**config.mk**
```make
export PLATFORM = sky130hd
export DESIGN_NAME = audio_clip_region_detector_top
export DESIGN_NICKNAME = d
export VERILOG_FILES = /design/src/hw/rtl/acrd_pkg.sv /design/src/hw/rtl/audio_clip_region_detector_top.sv
export SDC_FILE = /design/constraint.sdc
export NUM_CORES = 1
export LEC_CHECK = 0
export BUFFER_PORTS_ARGS = -buffer_cell sky130_fd_sc_hd__clkbuf_2
export CORE_MARGIN = 8
export CORE_UTILIZATION = 38
export DETAILED_ROUTE_END_ITERATION = 8
export PLACE_DENSITY_LB_ADDON = 0.3
export REMOVE_ABC_BUFFERS = 1
export SLEW_MARGIN = 20
export SYNTH_ARGS = -nofsm -noshare
export SYNTH_HDL_FRONTEND = slang
export SYNTH_SLANG_ARGS = --single-unit
export TNS_END_PERCENT = 50
```
**constraint.sdc**
```tcl
create_clock -name i_clk -period 11 [get_ports i_clk]
set_clock_uncertainty 0.2 [all_clocks]
set_input_delay 1.1 -clock i_clk [delete_from_list [all_inputs] [get_ports i_clk]]
set_output_delay 1.1 -clock i_clk [all_outputs]
set_load 0.02 [all_outputs]
```
**src/hw/rtl/acrd_pkg.sv**
```systemverilog
package acrd_pkg;

    // field widths of the stream
    localparam int CHAN_W   = 3;
    localparam int SAMPLE_W = 32;
    localparam int POS_W    = 32;
    localparam int BITS_W   = 6;

    // bit depth register limits and reset value
    localparam logic [BITS_W-1:0] SAMPLE_BITS_RESET = 6'd16;
    localparam logic [BITS_W-1:0] SAMPLE_BITS_MIN   = 6'd2;
    localparam logic [BITS_W-1:0] SAMPLE_BITS_MAX   = 6'd32;

    // one clip region event
    typedef struct packed {
        logic [CHAN_W-1:0] chan;
        logic [POS_W-1:0]  start_idx;
        logic [POS_W-1:0]  end_idx;
        logic              low;
    } t_event;

endpackage

```
**src/hw/rtl/audio_clip_region_detector_top.sv**
```systemverilog
// an accepted word passes the input word register and then the output word register before its event shows
// throughput: one word per cycle unless output stalls; per-channel state is read and
// written back in the same cycle, so consecutive words of one channel need no spacing
// reset (i_rst_n low, synchronous): positions and region flags of all channels clear,
// bit depth returns to 16, both word registers empty
module audio_clip_region_detector_top #(
    parameter int CHANNELS  = 8,
    parameter int MERGE_GAP = 5
) (
    input  logic                              i_clk,
    input  logic                              i_rst_n,
    // configuration
    input  logic                              i_cfg_wr_en,
    input  logic [acrd_pkg::BITS_W-1:0]       i_cfg_wr_data,
    // input channel
    input  logic                              i_in_valid,
    output logic                              o_in_stall,
    input  logic [acrd_pkg::CHAN_W-1:0]       i_channel,
    input  logic signed [acrd_pkg::SAMPLE_W-1:0] i_sample,
    input  logic                              i_last_in_channel,
    // output channel
    output logic                              o_out_valid,
    input  logic                              i_out_stall,
    output logic [acrd_pkg::CHAN_W-1:0]       o_event_channel,
    output logic [acrd_pkg::POS_W-1:0]        o_start_index,
    output logic [acrd_pkg::POS_W-1:0]        o_end_index,
    output logic                              o_is_low
);

    localparam int ADDR_CH = 1 << acrd_pkg::CHAN_W;
    localparam int DEPTH   = (CHANNELS < ADDR_CH) ? CHANNELS : ADDR_CH;
    localparam int IDX_W   = (DEPTH > 1) ? $clog2(DEPTH) : 1;
    localparam int CR_W    = $clog2(MERGE_GAP + 1);
    localparam int POS_W   = acrd_pkg::POS_W;

    // configuration register
    logic [acrd_pkg::BITS_W-1:0] r_sample_bits;

    // input word register
    logic                                  r_in_valid;
    logic [acrd_pkg::CHAN_W-1:0]           r_channel;
    logic signed [acrd_pkg::SAMPLE_W-1:0]  r_sample;
    logic                                  r_last;

    // per-channel state
    logic [POS_W-1:0] r_position   [DEPTH];
    logic             r_in_region  [DEPTH];
    logic [CR_W-1:0]  r_clean_run  [DEPTH];
    logic [POS_W-1:0] r_region_start [DEPTH];
    logic [POS_W-1:0] r_region_end [DEPTH];
    logic             r_region_low [DEPTH];

    // output word register
    logic             r_out_valid;
    acrd_pkg::t_event r_event;

    logic                        out_free;
    logic                        proc;
    logic                        chan_ok;
    logic [IDX_W-1:0]            idx;
    logic [acrd_pkg::BITS_W-1:0] bits_eff;
    logic [4:0]                  shamt;
    logic [32:0]                 half;
    logic signed [32:0]          hi_thr;
    logic signed [32:0]          lo_thr;
    logic signed [32:0]          s_ext;
    logic                        clip;
    logic                        lo_eq;
    logic [POS_W-1:0]            pos_cur;
    logic [POS_W-1:0]            pos_inc;
    logic [CR_W-1:0]             cr_inc;
    logic                        emit;
    logic                        n_in_region;
    logic [CR_W-1:0]             n_clean_run;
    logic [POS_W-1:0]            n_region_start;
    logic [POS_W-1:0]            n_region_end;
    logic                        n_region_low;
    logic                        n_in_valid;

    // handshake
    assign out_free   = !r_out_valid || !i_out_stall;
    assign proc       = r_in_valid && out_free;
    assign o_in_stall = r_in_valid && !out_free;
    assign n_in_valid = (i_in_valid && !o_in_stall) ? 1'b1 : (proc ? 1'b0 : r_in_valid);

    // configuration write
    always_ff @(posedge i_clk) begin
        if (!i_rst_n) begin
            r_sample_bits <= acrd_pkg::SAMPLE_BITS_RESET;
        end else if (i_cfg_wr_en) begin
            r_sample_bits <= i_cfg_wr_data;
        end
    end

    // input register
    always_ff @(posedge i_clk) begin
        if (!i_rst_n) begin
            r_in_valid <= 1'b0;
        end else begin
            r_in_valid <= n_in_valid;
        end
    end

    always_ff @(posedge i_clk) begin
        if (i_in_valid && !o_in_stall) begin
            r_channel <= i_channel;
            r_sample  <= i_sample;
            r_last    <= i_last_in_channel;
        end
    end

    // clip thresholds for the clamped bit depth
    always_comb begin
        if (r_sample_bits < acrd_pkg::SAMPLE_BITS_MIN) begin
            bits_eff = acrd_pkg::SAMPLE_BITS_MIN;
        end else if (r_sample_bits > acrd_pkg::SAMPLE_BITS_MAX) begin
            bits_eff = acrd_pkg::SAMPLE_BITS_MAX;
        end else begin
            bits_eff = r_sample_bits;
        end
        shamt  = 5'(bits_eff - 6'd1);
        half   = 33'd1 << shamt;
        hi_thr = $signed(half - 33'd1);
        lo_thr = -$signed(half);
        s_ext  = {r_sample[acrd_pkg::SAMPLE_W-1], r_sample};
        clip   = (s_ext >= hi_thr) || (s_ext <= lo_thr);
        lo_eq  = (s_ext == lo_thr);
    end

    // channel lookup
    assign chan_ok = (32'(r_channel) < CHANNELS);
    assign idx     = IDX_W'(r_channel);
    assign pos_cur = r_position[idx];
    assign pos_inc = pos_cur + 32'd1;
    assign cr_inc  = r_clean_run[idx] + CR_W'(1);

    // region tracking for the current channel
    always_comb begin
        n_in_region    = r_in_region[idx];
        n_clean_run    = r_clean_run[idx];
        n_region_start = r_region_start[idx];
        n_region_end   = r_region_end[idx];
        n_region_low   = r_region_low[idx];
        emit           = 1'b0;
        if (!r_in_region[idx]) begin
            if (clip && !r_last) begin
                n_in_region    = 1'b1;
                n_region_start = pos_cur;
                n_region_end   = pos_inc;
                n_region_low   = lo_eq;
                n_clean_run    = '0;
            end
        end else begin
            if (clip) begin
                n_region_end = pos_inc;
                n_clean_run  = '0;
            end else begin
                n_clean_run = cr_inc;
                if (cr_inc >= CR_W'(MERGE_GAP)) begin
                    emit = 1'b1;
                end
            end
            if (r_last) begin
                emit = 1'b1;
            end
        end
        if (emit) begin
            n_in_region = 1'b0;
            n_clean_run = '0;
        end
        // end of channel starts the channel over
        if (r_last) begin
            n_in_region = 1'b0;
            n_clean_run = '0;
        end
        emit = emit && chan_ok;
    end

    // channel control state
    always_ff @(posedge i_clk) begin
        if (!i_rst_n) begin
            for (int i = 0; i < DEPTH; i++) begin
                r_position[i]  <= '0;
                r_in_region[i] <= 1'b0;
                r_clean_run[i] <= '0;
            end
        end else if (proc && chan_ok) begin
            r_position[idx]  <= r_last ? '0 : pos_inc;
            r_in_region[idx] <= n_in_region;
            r_clean_run[idx] <= n_clean_run;
        end
    end

    // region bounds, only read while the region is open
    always_ff @(posedge i_clk) begin
        if (proc && chan_ok) begin
            r_region_start[idx] <= n_region_start;
            r_region_end[idx]   <= n_region_end;
            r_region_low[idx]   <= n_region_low;
        end
    end

    // output register
    always_ff @(posedge i_clk) begin
        if (!i_rst_n) begin
            r_out_valid <= 1'b0;
        end else if (proc) begin
            r_out_valid <= emit;
        end else if (!i_out_stall) begin
            r_out_valid <= 1'b0;
        end
    end

    always_ff @(posedge i_clk) begin
        if (proc && emit) begin
            r_event.chan      <= r_channel;
            r_event.start_idx <= n_region_start;
            r_event.end_idx   <= n_region_end;
            r_event.low       <= n_region_low;
        end
    end

    assign o_out_valid     = r_out_valid;
    assign o_event_channel = r_event.chan;
    assign o_start_index   = r_event.start_idx;
    assign o_end_index     = r_event.end_idx;
    assign o_is_low        = r_event.low;

`ifndef ASSERT_OFF
    // a closed region never carries a partial clean count
    a_clean_run_idle: assert property (@(posedge i_clk) disable iff (!i_rst_n)
        (r_in_valid && chan_ok && !r_in_region[idx]) |-> (r_clean_run[idx] == '0))
        else $error("clean run nonzero outside a region");

    // end of channel restarts the position count
    a_last_clears_pos: assert property (@(posedge i_clk) disable iff (!i_rst_n)
        (proc && chan_ok && r_last) |=> (r_position[$past(idx)] == '0))
        else $error("position not cleared at end of channel");

    // an empty input register never stalls the upstream side
    a_no_idle_stall: assert property (@(posedge i_clk) disable iff (!i_rst_n)
        !r_in_valid |-> !o_in_stall)
        else $error("stall with empty input register");

    // an output word appears only from a processed event
    a_out_from_event: assert property (@(posedge i_clk) disable iff (!i_rst_n)
        $rose(r_out_valid) |-> $past(proc && emit))
        else $error("output word without event");
`endif

endmodule
```
=== After elaboration in Yosys (flattened, before gate mapping) ===
Memories as Yosys holds them, arrays and structs flattened. A register that Yosys moved wholly into a read port is not among the register bits.
Index checks and enable logic that the tools add are counted.

* Input bits: 47
* Register bits: 112
* Logic and storage cells: 92
* Memories kept: 6
* RAM bits: 808
* Output and inout bits: 70

* Muxes and demuxes: 47
* Eq/ne operators: 2
* Add/sub/neg operators: 5
* Order comparisons: 5
* Shifts and indexed selects: 1
* Reductions and logical operators: 16

{| class="wikitable"
|+ Memory list
! name !! words !! bits a word !! read ports !! clocked after Yosys merged registers in !! wr ports !! line !! text
|-
| r_position || 8 || 32 || 1 || 1 || 8 || audio_clip_region_detector_top.sv:46 || <nowiki>logic [POS_W-1:0] r_position [DEPTH];</nowiki>
|-
| r_region_end || 8 || 32 || 1 || 1 || 1 || audio_clip_region_detector_top.sv:50 || <nowiki>logic [POS_W-1:0] r_region_end [DEPTH];</nowiki>
|-
| r_region_start || 8 || 32 || 1 || 1 || 1 || audio_clip_region_detector_top.sv:49 || <nowiki>logic [POS_W-1:0] r_region_start [DEPTH];</nowiki>
|-
| r_clean_run || 8 || 3 || 1 || 1 || 8 || audio_clip_region_detector_top.sv:48 || <nowiki>logic [CR_W-1:0] r_clean_run [DEPTH];</nowiki>
|-
| r_in_region || 8 || 1 || 1 || 1 || 8 || audio_clip_region_detector_top.sv:47 || <nowiki>logic r_in_region [DEPTH];</nowiki>
|-
| r_region_low || 8 || 1 || 1 || 1 || 1 || audio_clip_region_detector_top.sv:51 || <nowiki>logic r_region_low [DEPTH];</nowiki>
|}

{| class="wikitable"
|+ Operators by type and width
! operator !! number
|-
| $mux 32 || 7
|-
| $mux 3 || 15
|-
| $eq 32x33->1 || 1
|-
| $ge 32x33->1 || 1
|-
| $le 32x33->1 || 1
|-
| $neg 33->33 || 1
|-
| $shl 1x5->33 const A || 1
|-
| $sub 33x1->33 const B || 1
|-
| $add 32x1->32 const B || 1
|-
| $reduce_or 32->1 || 1
|-
| $mux 1 || 23
|-
| $mux 5 || 2
|-
| $gt 6x6->1 const B || 1
|-
| $lt 6x2->1 const B || 1
|-
| $logic_and 1x1->1 || 5
|-
| $logic_not 1->1 || 5
|-
| $sub 5x1->5 const B || 1
|-
| $add 3x1->3 const B || 1
|-
| $ge 3x3->1 const B || 1
|-
| $reduce_or 3->1 || 1
|-
| $logic_or 1x1->1 || 2
|-
| $ne 2x1->1 const B || 1
|-
| $reduce_bool 2->1 || 1
|-
| $reduce_or 1->1 || 1
|}

=== Logic depth before layout (Yosys ltp) ===
* Depth after elaboration: 14
* Gate-level depth with buffers: 22
* Gate-level depth less buffers: 18

=== Worst setup path after synthesis ===
No wires, ideal clock.

* Kind: reg-to-reg
* Start: register r_sample_bits[5] (netlist bit)
* End: register r_event (netlist bit o_end_index[0]) (enable)
* Data arrival time: 5.385 ns
* Clock period less this slack: 6.019 ns
* Slack: 4.981 ns
* Library setup time: 0.434 ns
* Stages on the path, launching flop included: 21
* Buffers on the path: 2
* Data required time: 10.366 ns
* Cell sequence: dfxtp_1 -> or2_2 -> clkbuf_1 -> nor2_1 -> nand2_1 -> ha_1 -> and2_0 -> o21ai_1 -> or2_2 -> mux2i_1 -> o22a_1 -> ha_1 -> a21oi_1 -> o21a_1 -> o21a_1 -> nand4_1 -> o21ai_0 -> nand4_1 -> buf_2 -> o21ai_0 -> and3b_1

* Cells in the longest elaborated chain, start to end: 12
* Elaborated cells between the ends (all ways): 15
* Classes of those cells: 3 x add/sub; 4 x order compare; 1 x shift; 5 x mux; 2 x reduce/logical

{| class="wikitable"
|+ Ends and longest elaborated chain
! element !! line !! text
|-
| start: declaration || audio_clip_region_detector_top.sv:37 || <nowiki>logic [acrd_pkg::BITS_W-1:0] r_sample_bits;</nowiki>
|-
| start signal: assignment || audio_clip_region_detector_top.sv:89 || <nowiki>r_sample_bits <= acrd_pkg::SAMPLE_BITS_RESET;</nowiki>
|-
| start signal: assignment || audio_clip_region_detector_top.sv:91 || <nowiki>r_sample_bits <= i_cfg_wr_data;</nowiki>
|-
| $gt 6x6->1 || audio_clip_region_detector_top.sv:116 || <nowiki>end else if (r_sample_bits > acrd_pkg::SAMPLE_BITS_MAX) begin</nowiki>
|-
| $mux 5 || audio_clip_region_detector_top.sv:116 ||
|-
| $mux 5 (*) || audio_clip_region_detector_top.sv:114 || <nowiki>if (r_sample_bits < acrd_pkg::SAMPLE_BITS_MIN) begin</nowiki>
|-
| $sub 5x1->5 (*) || audio_clip_region_detector_top.sv:121 || <nowiki>shamt = 5'(bits_eff - 6'd1);</nowiki>
|-
| $shl 1x5->33 (*) || audio_clip_region_detector_top.sv:122 || <nowiki>half = 33'd1 << shamt;</nowiki>
|-
| $sub 33x1->33 or $neg 33->33 (tied branches) || audio_clip_region_detector_top.sv:123, audio_clip_region_detector_top.sv:124 ||
|-
| $ge 32x33->1 or $le 32x33->1 (tied branches) || audio_clip_region_detector_top.sv:126 || <nowiki>clip = (s_ext >= hi_thr) || (s_ext <= lo_thr);</nowiki>
|-
| $logic_or 1x1->1 (*) || audio_clip_region_detector_top.sv:126 ||
|-
| $mux 1 (*) || audio_clip_region_detector_top.sv:154 || <nowiki>if (clip) begin</nowiki>
|-
| $mux 1 (*) || audio_clip_region_detector_top.sv:163 || <nowiki>if (r_last) begin</nowiki>
|-
| $mux 1 (*) || audio_clip_region_detector_top.sv:145 || <nowiki>if (!r_in_region[idx]) begin</nowiki>
|-
| $logic_and 1x1->1 (*) || audio_clip_region_detector_top.sv:215 || <nowiki>if (proc && emit) begin</nowiki>
|-
| end: declaration || audio_clip_region_detector_top.sv:55 || <nowiki>acrd_pkg::t_event r_event;</nowiki>
|}

Every way passes the cells marked *; elsewhere a longest branch is shown, timed or not.
A chain may end at the register's enable or synchronous reset.

=== Worst setup path in the final report ===
* Start: register r_sample_bits[5] (netlist bit)
* End: memory r_region_start[0][31] (data pin)

* Cells in the longest elaborated chain, start to end: 11
* Elaborated cells between the ends (all ways): 14
* Classes of those cells: 3 x add/sub; 4 x order compare; 1 x shift; 4 x mux; 2 x reduce/logical

{| class="wikitable"
|+ Ends and longest elaborated chain
! element !! line !! text
|-
| $gt 6x6->1 || audio_clip_region_detector_top.sv:116 ||
|-
| $mux 5 || audio_clip_region_detector_top.sv:116 ||
|-
| $mux 5 (*) || audio_clip_region_detector_top.sv:114 ||
|-
| $sub 5x1->5 (*) || audio_clip_region_detector_top.sv:121 ||
|-
| $shl 1x5->33 (*) || audio_clip_region_detector_top.sv:122 ||
|-
| $sub 33x1->33 or $neg 33->33 (tied branches) || audio_clip_region_detector_top.sv:123, audio_clip_region_detector_top.sv:124 ||
|-
| $ge 32x33->1 or $le 32x33->1 (tied branches) || audio_clip_region_detector_top.sv:126 ||
|-
| $logic_or 1x1->1 (*) || audio_clip_region_detector_top.sv:126 ||
|-
| $logic_and 1x1->1 (*) || audio_clip_region_detector_top.sv:146 || <nowiki>if (clip && !r_last) begin</nowiki>
|-
| $mux 32 (*) || audio_clip_region_detector_top.sv:146 ||
|-
| $mux 32 (*) || audio_clip_region_detector_top.sv:145 ||
|-
| named net n_region_start[31] || audio_clip_region_detector_top.sv:75 || <nowiki>logic [POS_W-1:0] n_region_start;</nowiki>
|-
| end: declaration || audio_clip_region_detector_top.sv:49 ||
|}

Mark *: on every way through the listed nets, which the timed path passes. The rest lies on a longest branch.

==> metrics <==
Routed met3 length 5750 µm; share of cells above drive strength 1 23.2%; Die Y 340 µm; Final Max Tran Viols 0; Via Count 21200; Hold Path Sink r_in_region[7]; Clock transition at path regs ~0.06 ns; Die W approximately 340 µm; vias in the first global route approximately 22000; cell area after synthesis between 30000 and 40000 µm²; Final Cycle Share around 68%; Core ar. 104000 µm²; final worst slack approximately 3.5 ns; Final #Nets between 2000 and 3000; area occupied by registers about 28000 µm²; area of placed instances 41800 µm²; Setup-failing EPs final 0; Layout area overhead 13.5%; worst r2r path cells 19; Seq/Total Area, Yosys 69.1%; worst-path fanout max 25; final non-filler cell area roughly 45000 µm²; Unique masters post-synth 80; most frequent cells in the layout edfxtp_1, nor2_1, mux4_2; Initial Utilization about two fifths; antenna violations before repair 0; gp weighted congestion ~0.85; dominant synthesized flop cell edfxtp_1; pre-CTS setup slack between 3 and 4 ns; I/O Buffers 116; leakage dissipation 15.5 nW; htree depth 3; Reg2Reg Capture Point r_region_start[0][31]; FMAX roughly 0.13 GHz; Max-slew headroom about a fifth; RSZ-0062 raised after global routing false; post-route ant nets 0; reg2reg start r_sample_bits[5]; Worst Path Class, Setup flop to flop; GR Overflow Total 0; CTS Buf Count between 90 and 100; largest net degree at the start of global routing 100; FF+latch count, synth between 900 and 1000; hold depth 2; hold path startpoint r_in_region[7]; clock buffer depth 3; first-pass GRT wire length around 150000 µm; Met1 Wirelength roughly 40000 µm; I/O pins roughly 120; CP Data Required Time around 11 ns; most common cell after layout, fill and taps aside edfxtp_1; clk_lat worst skew about 0.67 ns; PostCTS Resize Cnt 0; worst slew pin tran 1.18 ns; drt via density approximately 5.4; Post-synth EDFFs around 900; Sink Count approximately 900; DR DRC count 0; Final Critical Period 7.46 ns; CTS tree built; DP HPWL around 57000 µm; average wire per standard cell between 20 and 30 µm; CTS Root Cell clkbuf_16; reg2reg setup slack roughly 3.5 ns; drt first-iter violations roughly 1800; TritonRoute pass-1 iters 5; top layer in use met4; fill cell count roughly 9000; syn avg cell area roughly 17 µm²; CP arrival approximately 7.6 ns; max-cap violations 0; postcts setup bufs 0; cells after synthesis between 2000 and 2500; Hold Vio Cnt, Final 0; full die area about 120000 µm²; Hold Path Class flop to flop; startpoint types flop; Routed Wire Length 98800 µm; VDD IR-drop max between 100 and 150 µV; Multi-input gate area roughly 12000 µm²; GR Util All Layers 16.7%; n_diodes 0; Power Density 184 nW/µm²; CTS Hold Bufs 0; met2 WL 50200 µm; CP endpoint kind flop; Std-Cell Rows between 100 and 150; async set-reset flop share out of synthesis 0%; synth warn 0; status finished clean
[worst max-delay path, stage by stage, from the launching register on]
cell and delay, ns:
dfxtp_1 0.81, or2_2 0.32, nor2_1 0.11, nand2_1 0.16, ha_1 0.25, and2_0 0.32, o21ai_1 0.31, or2_2 0.42
mux2i_1 0.13, o22a_1 0.21, ha_1 0.29, a21oi_1 0.17, o21a_1 0.16, o21a_1 0.14, nand4_1 0.07, o21ai_0 0.39
nand4_1 0.69, nand2_2 0.78, buf_4 0.58, mux2i_1 0.64
[metal layers]
layer / vias up / global-route usage (%)
li1: 9332 / -
met1: 11100 / 21.3
met2: 621 / 29.2
met3: 123 / 2.70
met4: 0 / 4.68
met5: - / 0
[stage by stage]
step | power (mW) | setup TNS (ns) | instances | hold slack [ns] | util [%]
floorplan | 4.79 | -740.55 | 2199 | 0.231 | -
global placement | 4.96 | 0 | 3734 | 0.252 | 40.3
detailed placement | 4.99 | 0 | 3734 | 0.252 | 40.3
CTS | 8.42 | 0 | 3916 | 0.260 | 43.6
global route | 8.62 | 0 | 3916 | 0.308 | 43.6
finish | 8.34 | 0 | 3916 | 0.263 | 43.6
[registers in the layout (all words and copies together), names as in the netlist, named ones only]
register,count
idx,3
o_end_index,32
o_event_channel,3
o_is_low,1
o_out_valid,1
o_start_index,32
r_clean_run,24
r_in_region,8
r_in_valid,1
r_last,1
r_position,256
r_region_end,256
r_region_low,8
r_region_start,256
r_sample,32
r_sample_bits,6
[power by group]
| group | leakage (nW) | switching [mW] | internal (mW) |
|---|---|---|---|
| Combinational | 5.08 | 0.497 | 0.280 |
| Sequential | 8.74 | 0.0582 | 4.07 |
| Clock | 1.64 | 1.38 | 2.05 |
| Total | 15.5 | 1.94 | 6.40 |
[cells in the mapped netlist (3+ instances only)]
| master | number | share of area (%) |
|---|---|---|
| nand2b_1 | 36 | 0.57 |
| xor2_1 | 28 | 0.62 |
| or2_2 | 10 | 0.16 |
| o211ai_1 | 5 | 0.094 |
| edfxtp_1 | 904 | 68 |
| buf_4 | 8 | 0.15 |
| inv_1 | 35 | 0.33 |
| o21a_1 | 10 | 0.19 |
| nand4_1 | 16 | 0.25 |
| buf_2 | 53 | 0.67 |
| a211oi_1 | 4 | 0.075 |
| nor3_2 | 4 | 0.10 |
| buf_6 | 4 | 0.11 |
| nor3_1 | 16 | 0.20 |
| and2_1 | 5 | 0.079 |
| o311a_1 | 6 | 0.15 |
| nor4_1 | 6 | 0.094 |
| a21o_1 | 10 | 0.19 |
| o21ai_0 | 19 | 0.24 |
| nor2_1 | 325 | 3.1 |
| nor3b_1 | 3 | 0.057 |
| or3_1 | 9 | 0.14 |
| o22ai_1 | 6 | 0.094 |
| nor2_2 | 9 | 0.14 |
| nand3b_1 | 5 | 0.094 |
| clkbuf_1 | 73 | 0.69 |
| ha_1 | 72 | 2.3 |
| buf_12 | 3 | 0.15 |
| nor2b_1 | 11 | 0.17 |
| mux4_2 | 198 | 11 |
| xnor2_1 | 21 | 0.46 |
| and3_1 | 3 | 0.047 |
| mux4_1 | 6 | 0.40 |
| nand2_1 | 102 | 0.96 |
| nand3_1 | 15 | 0.19 |
| mux2i_1 | 152 | 3.8 |
| dfxtp_1 | 19 | 0.95 |
| a21oi_1 | 54 | 0.68 |
| mux2_2 | 15 | 0.42 |
| nor4_2 | 5 | 0.16 |
[cells by family after synthesis]
kind of cell	synth area share [%]
buf+inv	2.19
fa+ha+maj	2.26
flops	69.1
compound gates	2.34
other cells	0.0189
simple gates	6.98
mux	16.0
xor+xnor	1.08
[how the worst max path moves through the flow]
stage	start	end	slack [ns]	cells after the start
after floorplan	flop	o_end_index[0]	-1.82	7
after global placement	r_sample_bits[5]	o_end_index[5]	3.58	19
after detailed placement	r_sample_bits[5]	o_end_index[5]	3.46	18
after CTS	r_sample_bits[5]	o_start_index[4]	3.50	19
after global routing	r_sample_bits[5]	r_region_low[5]	2.82	18
final	r_sample_bits[5]	r_region_start[0][31]	3.54	19
[layout make-up]
class	count	area share, %
repair buffers	155	1.96
clock inverters	79	2.03
flip-flops and latches	923	60.9
clock buffers	103	5.51
well taps	1380	3.82
multi-input cells	1240	25.5
inverters	36	0.315
Note: power is estimated with default switching activity, not from simulation.
